`src/rtl/core/qmn_pkg.sv`:
```
// Shared types and fixed widths for the quaternion multiply and normalize unit.
package qmn_pkg;

   // Width of one component after block scaling, which keeps the largest in [2^30, 2^31).
   localparam int MAG_W = 31;
   // Width of the sum of squares and of the working words of the root.
   localparam int SUM_W = 64;
   // Width of the integer root, which is the divisor.
   localparam int ROOT_W = 32;
   // Number of root steps, one result bit each.
   localparam int ROOT_STEPS = 32;

   // One request: left and right quaternion, Q1.14 two's complement.
   typedef struct packed {
      logic signed [15:0] left_w;
      logic signed [15:0] left_x;
      logic signed [15:0] left_y;
      logic signed [15:0] left_z;
      logic signed [15:0] right_w;
      logic signed [15:0] right_x;
      logic signed [15:0] right_y;
      logic signed [15:0] right_z;
   } qmn_req_type;

   // One response: normalized product and the all-zero flag.
   typedef struct packed {
      logic signed [15:0] prod_w;
      logic signed [15:0] prod_x;
      logic signed [15:0] prod_y;
      logic signed [15:0] prod_z;
      logic               zero_norm;
   } qmn_rsp_type;

   // Scaled magnitudes and signs that ride along with the root and divide stages.
   typedef struct packed {
      logic [3:0][MAG_W-1:0] mag;
      logic [3:0]            neg;
      logic                  zero;
   } qmn_side_type;

   // Working words of the bitwise integer root.
   typedef struct packed {
      logic [SUM_W-1:0] rem;
      logic [SUM_W-1:0] root;
   } qmn_root_type;

endpackage

```
`src/rtl/core/qmn_div_step.sv`:
```
// One registered restoring-divide step for all four components at once.
module qmn_div_step #(
   parameter int FRAC_BITS = 14
) (
   input  logic                                 clock,
   input  logic                                 reset,
   input  logic                                 enable,
   input  logic                                 in_valid,
   input  qmn_pkg::qmn_side_type                in_side,
   input  logic [qmn_pkg::ROOT_W-1:0]           in_divisor,
   input  logic [3:0][qmn_pkg::ROOT_W-1:0]      in_rem,
   input  logic [3:0][FRAC_BITS+1:0]            in_bits,
   output logic                                 out_valid_ff,
   output qmn_pkg::qmn_side_type                out_side_ff,
   output logic [qmn_pkg::ROOT_W-1:0]           out_divisor_ff,
   output logic [3:0][qmn_pkg::ROOT_W-1:0]      out_rem_ff,
   output logic [3:0][FRAC_BITS+1:0]            out_bits_ff
);

   localparam int QB = FRAC_BITS + 2;

   logic [3:0][qmn_pkg::ROOT_W:0]   shifted;
   logic [3:0]                      take;
   logic [3:0][qmn_pkg::ROOT_W-1:0] rem_in;
   logic [3:0][QB-1:0]              bits_in;

   // Bring down the next numerator bit and subtract the divisor where it fits.
   // The low word shifts the numerator bits out and the quotient bits in.
   always_comb begin
      for (int i = 0; i < 4; i++) begin
         shifted[i] = {in_rem[i], in_bits[i][QB-1]};
         take[i]    = shifted[i] >= {1'b0, in_divisor};
         if (take[i]) begin
            rem_in[i] = qmn_pkg::ROOT_W'(shifted[i] - {1'b0, in_divisor});
         end else begin
            rem_in[i] = shifted[i][qmn_pkg::ROOT_W-1:0];
         end
         bits_in[i] = {in_bits[i][QB-2:0], take[i]};
      end
   end

   always_ff @(posedge clock) begin
      if (reset) begin
         out_valid_ff <= 1'b0;
      end else if (enable) begin
         out_valid_ff <= in_valid;
      end
   end

   always_ff @(posedge clock) begin
      if (enable) begin
         out_side_ff    <= in_side;
         out_divisor_ff <= in_divisor;
         out_rem_ff     <= rem_in;
         out_bits_ff    <= bits_in;
      end
   end

endmodule

```
`config.mk`:
```
export PLATFORM = sky130hd
export DESIGN_NAME = qmn_div_step
export DESIGN_NICKNAME = d
export VERILOG_FILES = /design/src/rtl/core/qmn_pkg.sv /design/src/rtl/core/qmn_div_step.sv
export SDC_FILE = /design/constraint.sdc
export NUM_CORES = 1
export LEC_CHECK = 0
export ABC_AREA = 1
export ABC_CLOCK_PERIOD_IN_PS = 2000
export BUFFER_PORTS_ARGS = -buffer_cell sky130_fd_sc_hd__buf_4
export CORE_MARGIN = 8
export CORE_UTILIZATION = 25
export CTS_CLUSTER_SIZE = 10
export DETAILED_ROUTE_END_ITERATION = 10
export PLACE_DENSITY = 0.45
export REMOVE_ABC_BUFFERS = 1
export SLEW_MARGIN = 5
export SYNTH_ARGS = -nofsm -noshare
export SYNTH_HDL_FRONTEND = slang
export SYNTH_SLANG_ARGS = --single-unit
```
`constraint.sdc`:
```
create_clock -name clock -period 2 [get_ports clock]
set_input_delay 0.1 -clock clock [delete_from_list [all_inputs] [get_ports clock]]
set_output_delay 0.1 -clock clock [all_outputs]
set_load 0.03 [all_outputs]
```
==> flow_summary.yaml <==
setup_path:
  crit_path_end_kind: "flip-flop"
  crit_path_cell_trace: "dlygate4sd3_1, buf_4, ha_1, nand2_1, nor2_2, nand2_1, nor2_4, nand3_1, nand3_2, nor2_4, nand2_8, clkbuf_16, nand2_1, nand2_1"
  critPathMaxStageDelay_ns: 0.55
  critPathMaxFanout: 7
  regToRegSetupSlack_ns: 0.86
  r2r-end: "out_valid_ff$_SDFFE_PP0P_"
  worst-setup-path-type: "in -> reg"
  arrival_ns: 2.31
  startpoint: "in_rem[13]"
  r2r_start: "out_valid_ff$_SDFFE_PP0P_"
  crit_end: "out_rem_ff[19]$_DFFE_PP_"
  startpoint_type: "input port"
  reg2reg_depth: 3
  crit_top_cell: "nand2_1"
  required_ns: 2.36
  slowest_stage: "dlygate4sd3_1"
die:
  die_w_um: 318
  dieArea_um2: 101000
  start_util_pct: 25.3
  placementRows: 110
  ios: 711
  dieHeight_um: 318
  core_um2: 90300
sta:
  tightest_slew_ns: 0.477
  setup_viol: 0
  drv_slew: 0
  finalSetupTns_ns: 0
  fin_crit_sh_pct: 97.5
  period_minus_slack_ns: 1.95
  hold_violations: 0
  rsz0062_at_grt: "true"
  skew_ns: 0
  max_slew_margin_pct: 68.2
  fmax_mhz: 513
  holdWs_ns: 0.0286
pwr:
  combPwrFrac_pct: 35.6
  p_int_uw: 18700
  p_leak_uw: 0.0199
  power_frac_clock_pct: 30.9
  power_uw: 28300
  ir_worst_vdd_mv: 0.553
  power_density_nw_per_um2: 713
  p_sw_uw: 9570
  switching_share_pct: 33.9
  sequentialPowerShare_pct: 33.5
global_route:
  gr-total-overflow: 0
  grt_pass1_vias: 23900
  grt_max_degree: 82
  track_usage_pct: 21.6
  antenna_found_initial: 13
  grt_pass1_wl_um: 163000
finish:
  drive_gt1_share_pct: 34.2
  fin_area_um2: 39600
  finalCoreUtilization_pct: 43.9
  layout.nets: 4915
  area_delta_synth_final_pct: 73.8
  fillerInstances: 9044
clock_network:
  clockBufferDepth: 3
  cts_tree: "yes"
  clk_pin_slew_ns: 0.06
  root_buffer: "clkbuf_16"
  cts_made_buffers: 48
  clk_latency_ns: 0.59
  cts-htree-levels: 2
  cts_sinks: 354
routing:
  drt_iter0_drc: 1455
  vias_per_cell: 4.26
  wirelength_um: 115000
  wire_per_inst_um: 20.4
  dr_total_vias: 24000
  drcViolationCount: 0
  dr.pass1.iters: 6
  ant_nets: 0
place:
  dp_hpwl_um: 92100
  place_congestion: 0.903
  portBuffers: 710
  dpl-instance-area_um2: 33500
run_status:
  outcome: "complete, no violations"
synth:
  syn_avg_cell_area_um2: 7.94
  syn-cell-area_um2: 22800
  synthCells: 2874
  yosysSeqAreaShare_pct: 46.6
  post_synth_num_cell_types: 35
  synth_seq_cells: 354
  ys_warn_count: 0
min_path:
  hp-class: "in -> reg"
flow_run:
  maxCapViolations: 0
[critical path, delay by kind of cell]
| kind | cells | cell delay [ns] |
|---|---|---|
| buf+inv | 3 | 0.88 |
| fa+ha+maj | 1 | 0.33 |
| simple gates | 10 | 0.99 |
[layer usage]
metal	track usage (%)	up-vias	routed length, um
met3	4.90	120	6510
met2	38.6	653	57000
met4	5.53	20	3170
li1	-	12200	-
met5	0	-	119
met1	25.9	11000	48100
[synthesized netlist by cell type, drive strengths merged]
cell / count / area, um2
edfxtp: 353 / 10600
or2: 1 / 6.26
fa: 4 / 80.1
nand3b: 35 / 263
nor3b: 1 / 7.51
nor3: 39 / 226
xnor2: 4 / 35.0
nand3: 265 / 1530
mux2i: 1 / 10.0
ha: 128 / 1600
nand2: 1149 / 4420
and2: 20 / 125
dfxtp: 1 / 20.0
nor2: 170 / 708
inv: 515 / 1930
nand4: 6 / 37.5
xor2: 52 / 455
a21oi: 79 / 399
o21bai: 5 / 37.5
buf: 37 / 273
o21ai: 9 / 45.0
[layout by cell type (no fill, tap or decap), types with 21 or more instances in the layout]
cell type	netlist	final
buf_4	0	1134
edfxtp_1	353	353
clkbuf_16	0	50
ha_4	0	44
nand2_2	14	71
ha_1	128	63
nor2_2	19	37
inv_1	511	508
ha_2	0	21
a21oi_1	78	70
dlygate4sd3_1	0	343
nor3_1	34	21
xor2_1	52	52
nand2_1	1128	1072
nand3_1	225	220
nand3b_1	35	35
nand3_2	40	45
buf_12	1	47
nor2_1	148	124
[registers in the layout (all words and copies together) (netlist names)]
name / cells
out_side_ff: 129
out_valid_ff: 1
out_bits_ff: 64
out_divisor_ff: 32
out_rem_ff: 128
[worst min path at each step]
stage	from	to	slack [ns]	cells past startpoint
2_1_floorplan	reset	out_valid_ff$_SDFFE_PP0P_	0.17	1
3_3_place_gp	reset	out_valid_ff$_SDFFE_PP0P_	0.26	2
3_5_place_dp	reset	out_valid_ff$_SDFFE_PP0P_	0.26	2
4_1_cts	in_rem[32]	out_rem_ff[33]$_DFFE_PP_	0.002	3
5_1_grt	in_rem[32]	out_rem_ff[33]$_DFFE_PP_	0.04	3
6_report	in_rem[32]	out_rem_ff[33]$_DFFE_PP_	0.03	3
[cells by family after synthesis]
group	count (synthesis)	share of synthesized area (%)
AO/OA/AOI/OAI	93	2.11
XOR/XNOR	56	2.15
adder cells (fa/ha/maj)	132	7.37
buffers and inverters	552	9.67
flip-flops	354	46.6
multiplexers	1	0.0439
AND/OR/NAND/NOR	1686	32.1
[final cells by class]
class	instances	area, um2	share of cell area [%]
Tap cell	1176	1470	3.71
Sequential cell	354	10600	26.8
Timing Repair Buffer	1537	13100	33.0
Multi-Input combinational cell	1970	11000	27.7
Clock buffer	64	1290	3.26
Clock inverter	20	262	0.660
Inverter	515	1930	4.88
Antenna cell	3	7.51	0.0189
[repair_timing]
item	CTS	global route
setup buffers	0	0
hold buffers	349	0
hold endpoints to repair	364	0
gates resized for setup	0	202
endpoints found under the setup margin	0	130
[power by group through the flow]
stage	combinational, uW	sequential [uW]	clock (uW)
after global routing	10900	9530	9260
final	10100	9460	8730
after detailed placement	9180	9580	0
after global placement	9180	9610	0
after CTS	9820	9460	9030
after floorplan	2820	11100	0
[stage by stage]
| stage | setup slack, ns | cells |
|---|---|---|
| after floorplan | -0.394 | 2837 |
| after global placement | -0.383 | 5201 |
| after detailed placement | -0.436 | 5201 |
| after CTS | 0.000425 | 5634 |
| after global routing | -0.0461 | 5639 |
| final | 0.0495 | 5639 |
(Power assumes the default switching activity.)
