**config.mk**
```make
export PLATFORM = sky130hd
export DESIGN_NAME = qmn_sqrt_step
export DESIGN_NICKNAME = d
export VERILOG_FILES = /design/src/rtl/core/qmn_pkg.sv /design/src/rtl/core/qmn_sqrt_step.sv
export SDC_FILE = /design/constraint.sdc
export NUM_CORES = 1
export LEC_CHECK = 0
export BUFFER_PORTS_ARGS = -buffer_cell sky130_fd_sc_hd__buf_2
export CAP_MARGIN = 20
export CORE_AREA = 2 2 199 201
export DETAILED_ROUTE_END_ITERATION = 6
export DIE_AREA = 0 0 201 203
export PLACE_DENSITY = 0.68
export SYNTH_ARGS = -nofsm -noshare
export SYNTH_HDL_FRONTEND = slang
export SYNTH_SLANG_ARGS = --single-unit
```
**constraint.sdc**
```tcl
create_clock -name clock -period 3.6 [get_ports clock]
set_input_delay 0.72 -clock clock [delete_from_list [all_inputs] [get_ports clock]]
set_output_delay 0.72 -clock clock [all_outputs]
set_load 0.02 [all_outputs]
```
**src/rtl/core/qmn_pkg.sv**
```systemverilog
// Shared types and fixed widths for the quaternion multiply and normalize unit.
package qmn_pkg;

   // Width of one component after block scaling, which keeps the largest in [2^30, 2^31).
   localparam int MAG_W = 31;
   // Width of the sum of squares and of the working words of the root.
   localparam int SUM_W = 64;
   // Width of the integer root, which is the divisor.
   localparam int ROOT_W = 32;
   // Number of root steps, one result bit each.
   localparam int ROOT_STEPS = 32;

   // One request: left and right quaternion, Q1.14 two's complement.
   typedef struct packed {
      logic signed [15:0] left_w;
      logic signed [15:0] left_x;
      logic signed [15:0] left_y;
      logic signed [15:0] left_z;
      logic signed [15:0] right_w;
      logic signed [15:0] right_x;
      logic signed [15:0] right_y;
      logic signed [15:0] right_z;
   } qmn_req_type;

   // One response: normalized product and the all-zero flag.
   typedef struct packed {
      logic signed [15:0] prod_w;
      logic signed [15:0] prod_x;
      logic signed [15:0] prod_y;
      logic signed [15:0] prod_z;
      logic               zero_norm;
   } qmn_rsp_type;

   // Scaled magnitudes and signs that ride along with the root and divide stages.
   typedef struct packed {
      logic [3:0][MAG_W-1:0] mag;
      logic [3:0]            neg;
      logic                  zero;
   } qmn_side_type;

   // Working words of the bitwise integer root.
   typedef struct packed {
      logic [SUM_W-1:0] rem;
      logic [SUM_W-1:0] root;
   } qmn_root_type;

endpackage

```
**src/rtl/core/qmn_sqrt_step.sv**
```systemverilog
// One registered step of the bitwise integer square root.
module qmn_sqrt_step #(
   parameter int STEP = 0
) (
   input  logic                 clock,
   input  logic                 reset,
   input  logic                 enable,
   input  logic                 in_valid,
   input  qmn_pkg::qmn_side_type in_side,
   input  qmn_pkg::qmn_root_type in_state,
   output logic                 out_valid_ff,
   output qmn_pkg::qmn_side_type out_side_ff,
   output qmn_pkg::qmn_root_type out_state_ff
);

   localparam logic [qmn_pkg::SUM_W-1:0] BIT_VAL =
      {{(qmn_pkg::SUM_W-1){1'b0}}, 1'b1} << (62 - 2 * STEP);

   logic [qmn_pkg::SUM_W-1:0] trial;
   qmn_pkg::qmn_root_type     state_in;

   // Try the next result bit against the running remainder.
   always_comb begin
      trial = in_state.root + BIT_VAL;
      if (in_state.rem >= trial) begin
         state_in.rem  = in_state.rem - trial;
         state_in.root = (in_state.root >> 1) + BIT_VAL;
      end else begin
         state_in.rem  = in_state.rem;
         state_in.root = in_state.root >> 1;
      end
   end

   // Valid bit is reset; the payload only follows the pipeline enable.
   always_ff @(posedge clock) begin
      if (reset) begin
         out_valid_ff <= 1'b0;
      end else if (enable) begin
         out_valid_ff <= in_valid;
      end
   end

   always_ff @(posedge clock) begin
      if (enable) begin
         out_side_ff  <= in_side;
         out_state_ff <= state_in;
      end
   end

endmodule

```
==> results of run 1 <==
registers in the layout, indices dropped and copies added (netlist names):
register and count:
out_state_ff 128, out_side_ff 129, out_valid_ff 1
routing by layer:
layer,global-route usage,part of all wire,up-vias,wire length (um)
met5,0,0.0040,-,183
met4,0.0542,0.024,28,1080
met3,0.0661,0.082,83,3720
met2,0.374,0.49,402,22400
met1,0.254,0.40,5102,18000
li1,-,-,5049,-
final timing paths:
path | to | from | cells past startpoint | slack [ns]
worst max-delay path | out_state_ff[125] | in_state[1] | 14 | 0.42
worst max register to register | out_valid_ff | out_valid_ff | 2 | 3.01
worst min-delay path | out_valid_ff | reset | 2 | 0.32
worst min register to register | out_valid_ff | out_valid_ff | 2 | 0.52
area by class of cell:
cell class	count	area (um2)	share of cell area
clock buffer	38	802	0.0462
inverter	80	300	0.0173
timing repair buffer	591	3230	0.186
clock inverter	16	211	0.0122
sequential	258	7740	0.446
multi-input combinational	669	4420	0.255
tap	518	648	0.0373
antenna	7	17.5	0.00101
cell usage after synthesis (all sizes together), types with 9 or more instances:
library cell	number
a21o	45
a21oi	86
buf	17
clkbuf	20
edfxtp	257
ha	64
inv	80
nand2	107
nand3	9
nand4	24
nor2	39
nor3	15
o21a	9
o21ai	93
o21bai	21
xnor2	33
xor2	25
kinds of logic (layout without fill, tap and decap cells):
logic type / Yosys count / count (layout) / share of synthesized area
AOI/OAI and AO/OA: 303 / 303 / 0.149
xor gates and xnor gates: 58 / 58 / 0.0402
adders and majority gates: 65 / 65 / 0.0650
buffers and inverters: 117 / 725 / 0.0375
DFF: 258 / 258 / 0.612
muxes: 7 / 7 / 0.00604
other: 0 / 7 / 0
and+or+nand+nor: 236 / 236 / 0.0895
worst register-to-register path, delay by kind of cell, from the launching register on:
family	cells	cell delay [ns]
and+or+nand+nor	1	0.06
muxes	1	0.12
DFF	1	0.31
through the flow:
step	area, um2	hold WS (ns)	TNS [ns]
floorplan	12600	0.579	0
global placement	16300	0.472	-0.293
detailed placement	16300	0.509	-1.01
CTS	17300	0.289	0
global route	17300	0.293	0
finish	17400	0.317	0
power groups by stage:
stage          sequential, mW  clock (mW)  combinational [mW]
6_report                 3.74        3.16                2.05
5_1_grt                  3.77        3.35                2.21
4_1_cts                  3.75        3.25                2.06
3_5_place_dp             3.80           0                2.05
3_3_place_gp             3.80           0                2.03
2_1_floorplan            4.19           0               0.758
==> results.toml, run 1 <==
[routing]
finalWirelength_um = 45500
wl_per_cell_um = 20.9
vias = 10664
ant_nets = 0
first_iter_violations = 625
first_pass_iters = 5
vias_per_cell = 4.90
drc = 0

[critical_path]
worstPathArrival_ns = 3.50
crit_buf_inv = 3
cp_common_cell = "o21ai_1"
cp_slowest_cell = "a211oi_1"
worstSetupPathType = "in2reg"
path_max_fanout = 3
start_kind = "primary input"
required_ns = 3.91
crit_chain = "buf_2, inv_1, ha_1, nor2b_1, o2111ai_1, a21boi_2, o21ai_1, a2111oi_2, buf_4, o21ai_1, a31oi_2, a211oi_1, xor2_1, o21ai_0"
end_kind = "flop"
cpPeakStageDelay_ns = 0.34
crit_family = "compound AO/OA/AOI/OAI gates"

[power]
intPower_mw = 6.35
seqPwrFrac = 0.418
power_density_nw_per_um2 = 516
p_leak_nw = 7.78
ir_drop_mv = 0.344
pwr-share-comb = 0.229
switching_share = 0.291
p_clk_frac = 0.353
finalPower_mw = 8.95
p_switching_mw = 2.61

[sta]
fmax_ghz = 0.314
hold_viol_final = 0
finalSetupViolations = 0
worst_pin_slew_ns = 0.640
max_slew_margin = 0.571
skew_ns = 0
drv_slew = 0
finalCriticalPeriod_ns = 3.18
rsz0062_at_grt = "no"
period_share = 0.884
finalWorstSetupSlack_ns = 0.417

[flow_run]
cap_violations = 0

[logic_synthesis]
yosysUniqueCellTypes = 65
avgSynthCellArea_um2 = 12.1
yosys.area.top_type = "edfxtp_1"
synth_area_leaders = "edfxtp_1, ha_1, o21ai_0"
syn_inst = 1044
syn_area_um2 = 12600
syn_nets = 1370
synthArstFlopShare = 0
synth_seq_area_share = 0.612
ys_warn_count = 0
synth_flop_cell = "edfxtp_1"
synth.ff_latch_count = 258
synth_top_area_frac = 0.611
synth_edf_count = 257

[finish]
layout_commonest_cell = "buf_2"
final_util = 0.451
drive_gt1_frac = 0.395
nFillCells = 3648
final_cell_mix = "buf_2, edfxtp_1, nand2_1"
syn2layout_area_growth_pct = 37.4
fin_nets = 1956
finalNonFillerCells = 2177

[die]
die_x_um = 201
rows = 72
core_region_area_um2 = 38500
die_area_um2 = 40800
initial_utilization = 0.328
fp.dieH_um = 203
io_pins = 519

[cts]
cts_buffers = 30
clk_pin_slew_ns = 0.06
post-cts-setup-buffers = 0
cts_max_level = 1
cts_tree = "built"
clk_latency_ns = 0.56
clockRootBuffer = "clkbuf_16"
ctsResizeCount = 0
cts_buffer_depth = 3
holdBufCountCts = 0
cts.sinks = 258

[placed_design]
dp_slack_ns = -0.158
post-dp-hpwl_um = 36500
dp_cells = 2116
gp_congestion = 0.882
io_buffer_count = 518

[grt]
grt_overflow = 0
antenna_found_initial = 20
track_usage = 0.213
grt_pass1_wl_um = 66100
grt_pass1_vias = 10919
grt_max_degree = 76

[run_status]
status = "complete, no violations"

[hold_path]
hold_path.class = "in2reg"
No activity file was read; power rests on OpenSTA's default activity.
==> run 2: changes to the inputs <==
--- a/config.mk
+++ b/config.mk
@@ -7,10 +7,11 @@
 export LEC_CHECK = 0
 export BUFFER_PORTS_ARGS = -buffer_cell sky130_fd_sc_hd__buf_2
 export CAP_MARGIN = 20
-export CORE_AREA = 2 2 199 201
+export CORE_AREA = 2 2 201 203
+export CTS_CLUSTER_DIAMETER = 150
 export DETAILED_ROUTE_END_ITERATION = 6
-export DIE_AREA = 0 0 201 203
-export PLACE_DENSITY = 0.68
+export DIE_AREA = 0 0 203 205
+export PLACE_DENSITY = 0.67
 export SYNTH_ARGS = -nofsm -noshare
 export SYNTH_HDL_FRONTEND = slang
 export SYNTH_SLANG_ARGS = --single-unit
==> results.toml, run 2 (synthesis results as in run 1) <==
[finish]
finalNonFillerCells = 2197
top_regs = "out_side_ff x129, out_state_ff x128, out_valid_ff x1"
drive_gt1_frac = 0.402
ff_latch_area_um2 = 7740
nFillCells = 3787
final_util = 0.443
final_cell_mix = "buf_2, edfxtp_1, nand2_1"
top_register = "out_side_ff"
syn2layout_area_growth_pct = 37.9
fin_nets = 1967
largest_reg_flops = 129
layout_commonest_cell = "buf_2"
multi_input_area_um2 = 4420

[critical_path]
worstSetupPathType = "in2reg"
ff2ff_path_depth = 2
path_max_fanout = 3
worstPathArrival_ns = 3.55
required_ns = 3.91
end_kind = "flop"
start_kind = "primary input"
r2r-start = "out_valid_ff"
r2r_setup_slack_ns = 3.02
reg2reg_to = "out_valid_ff"

[sta]
tns_ns = 0
period_share = 0.900
fmax_ghz = 0.308
max_slew_margin = 0.515
hold_viol_final = 0
worst_pin_slew_ns = 0.727
rsz0062_at_grt = "no"
drv_slew = 0
skew_ns = 0
finalCriticalPeriod_ns = 3.24
finalSetupViolations = 0

[hold_path]
worstHoldStart = "reset"
holdPathStages = 2
min_to = "out_valid_ff"
hold_path.class = "in2reg"

[die]
rows = 73
initial_utilization = 0.321
die_x_um = 203
io_pins = 519
die_area_um2 = 41600
fp.dieH_um = 205
core_region_area_um2 = 39400

[power]
ir_drop_mv = 0.311
finalPower_mw = 8.92
p_leak_nw = 7.83
power_density_nw_per_um2 = 512

[grt]
antenna_found_initial = 20
grt_pass1_vias = 10674
grt_pass1_wl_um = 64700
grt_overflow = 0
track_usage = 0.208
grt_max_degree = 89

[cts]
clk_pin_slew_ns = 0.06
clockRootBuffer = "clkbuf_16"
cts_max_level = 1
cts_buffer_depth = 3
holdBufCountCts = 0
cts.sinks = 258
ctsResizeCount = 0
clk_latency_ns = 0.55
cts_tree = "built"
post-cts-setup-buffers = 0
cts_buffers = 30

[routing]
wl_per_cell_um = 20.7
first_pass_iters = 4
drc = 0
ant_nets = 0
first_iter_violations = 641
vias = 10747
finalWirelength_um = 45600
vias_per_cell = 4.89

[placed_design]
gp_congestion = 0.897
io_buffer_count = 518
post-dp-hpwl_um = 36500
dp_cells = 2134

[flow_run]
cap_violations = 0

[run_status]
status = "complete, no violations"
[run 2: changes by cell type in the layout (fill, tap and decap cells not counted)]
cell and delta:
buf_12 -2, buf_4 +13, bufinv_16 -2, clkbuf_1 -3, clkbuf_8 +3, clkinv_1 -2
clkinv_2 +3, clkinv_4 -1, clkinvlp_4 +1, diode_2 +1, inv_6 +2
[run 2: area by class of cell]
| type | instances | share of cell area |
|---|---|---|
| Sequential cell | 258 | 0.444 |
| Multi-Input combinational cell | 669 | 0.254 |
| Timing Repair Buffer | 602 | 0.188 |
| Clock buffer | 38 | 0.0477 |
| Tap cell | 525 | 0.0377 |
| Inverter | 80 | 0.0172 |
| Clock inverter | 17 | 0.0101 |
| Antenna cell | 8 | 0.00115 |
[run 2: worst max path at each step]
stage | from | endpoint | cells past startpoint
floorplan | in_state[64] | out_state_ff[126] | 14
global placement | in_state[1] | out_state_ff[125] | 14
detailed placement | in_state[1] | out_state_ff[125] | 14
CTS | in_state[1] | out_state_ff[125] | 14
global route | in_state[1] | out_state_ff[125] | 14
finish | in_state[1] | out_state_ff[125] | 14
[run 2: worst max-delay path, stage by stage]
cell,delay [ns]
buf_2,0.12
inv_1,0.05
ha_1,0.29
nor2b_1,0.15
o2111ai_1,0.28
a21boi_2,0.13
o21ai_1,0.38
a2111oi_2,0.13
buf_4,0.17
o21ai_1,0.32
a31oi_2,0.22
a211oi_1,0.34
xor2_1,0.17
o21ai_0,0.09
[run 2: routing by layer]
layer  share of wire  global-route usage  vias to the layer above  wire length (um)
li1                -                   -                     5071                 -
met1            0.40               0.251                     5147             18300
met2            0.48               0.357                      423             22100
met3           0.080              0.0565                       88              3660
met4           0.032              0.0740                       18              1460
met5          0.0025                   0                        -               113
[run 2: metrics by stage]
stage                     area (um2)  setup slack [ns]  hold WS (ns)
final                          17400             0.358         0.310
after detailed placement       16400            -0.163         0.477
after CTS                      17400             0.435         0.277
after floorplan                12600             0.302         0.579
after global placement         16400            -0.150         0.479
after global routing           17400             0.107         0.296
[run 2: power breakdown]
| part | leakage, nW | switching [mW] | internal, mW |
|---|---|---|---|
| Clock | 0.489 | 1.28 | 1.85 |
| Combinational | 4.82 | 1.29 | 0.768 |
| Sequential | 2.52 | 0.0766 | 3.66 |
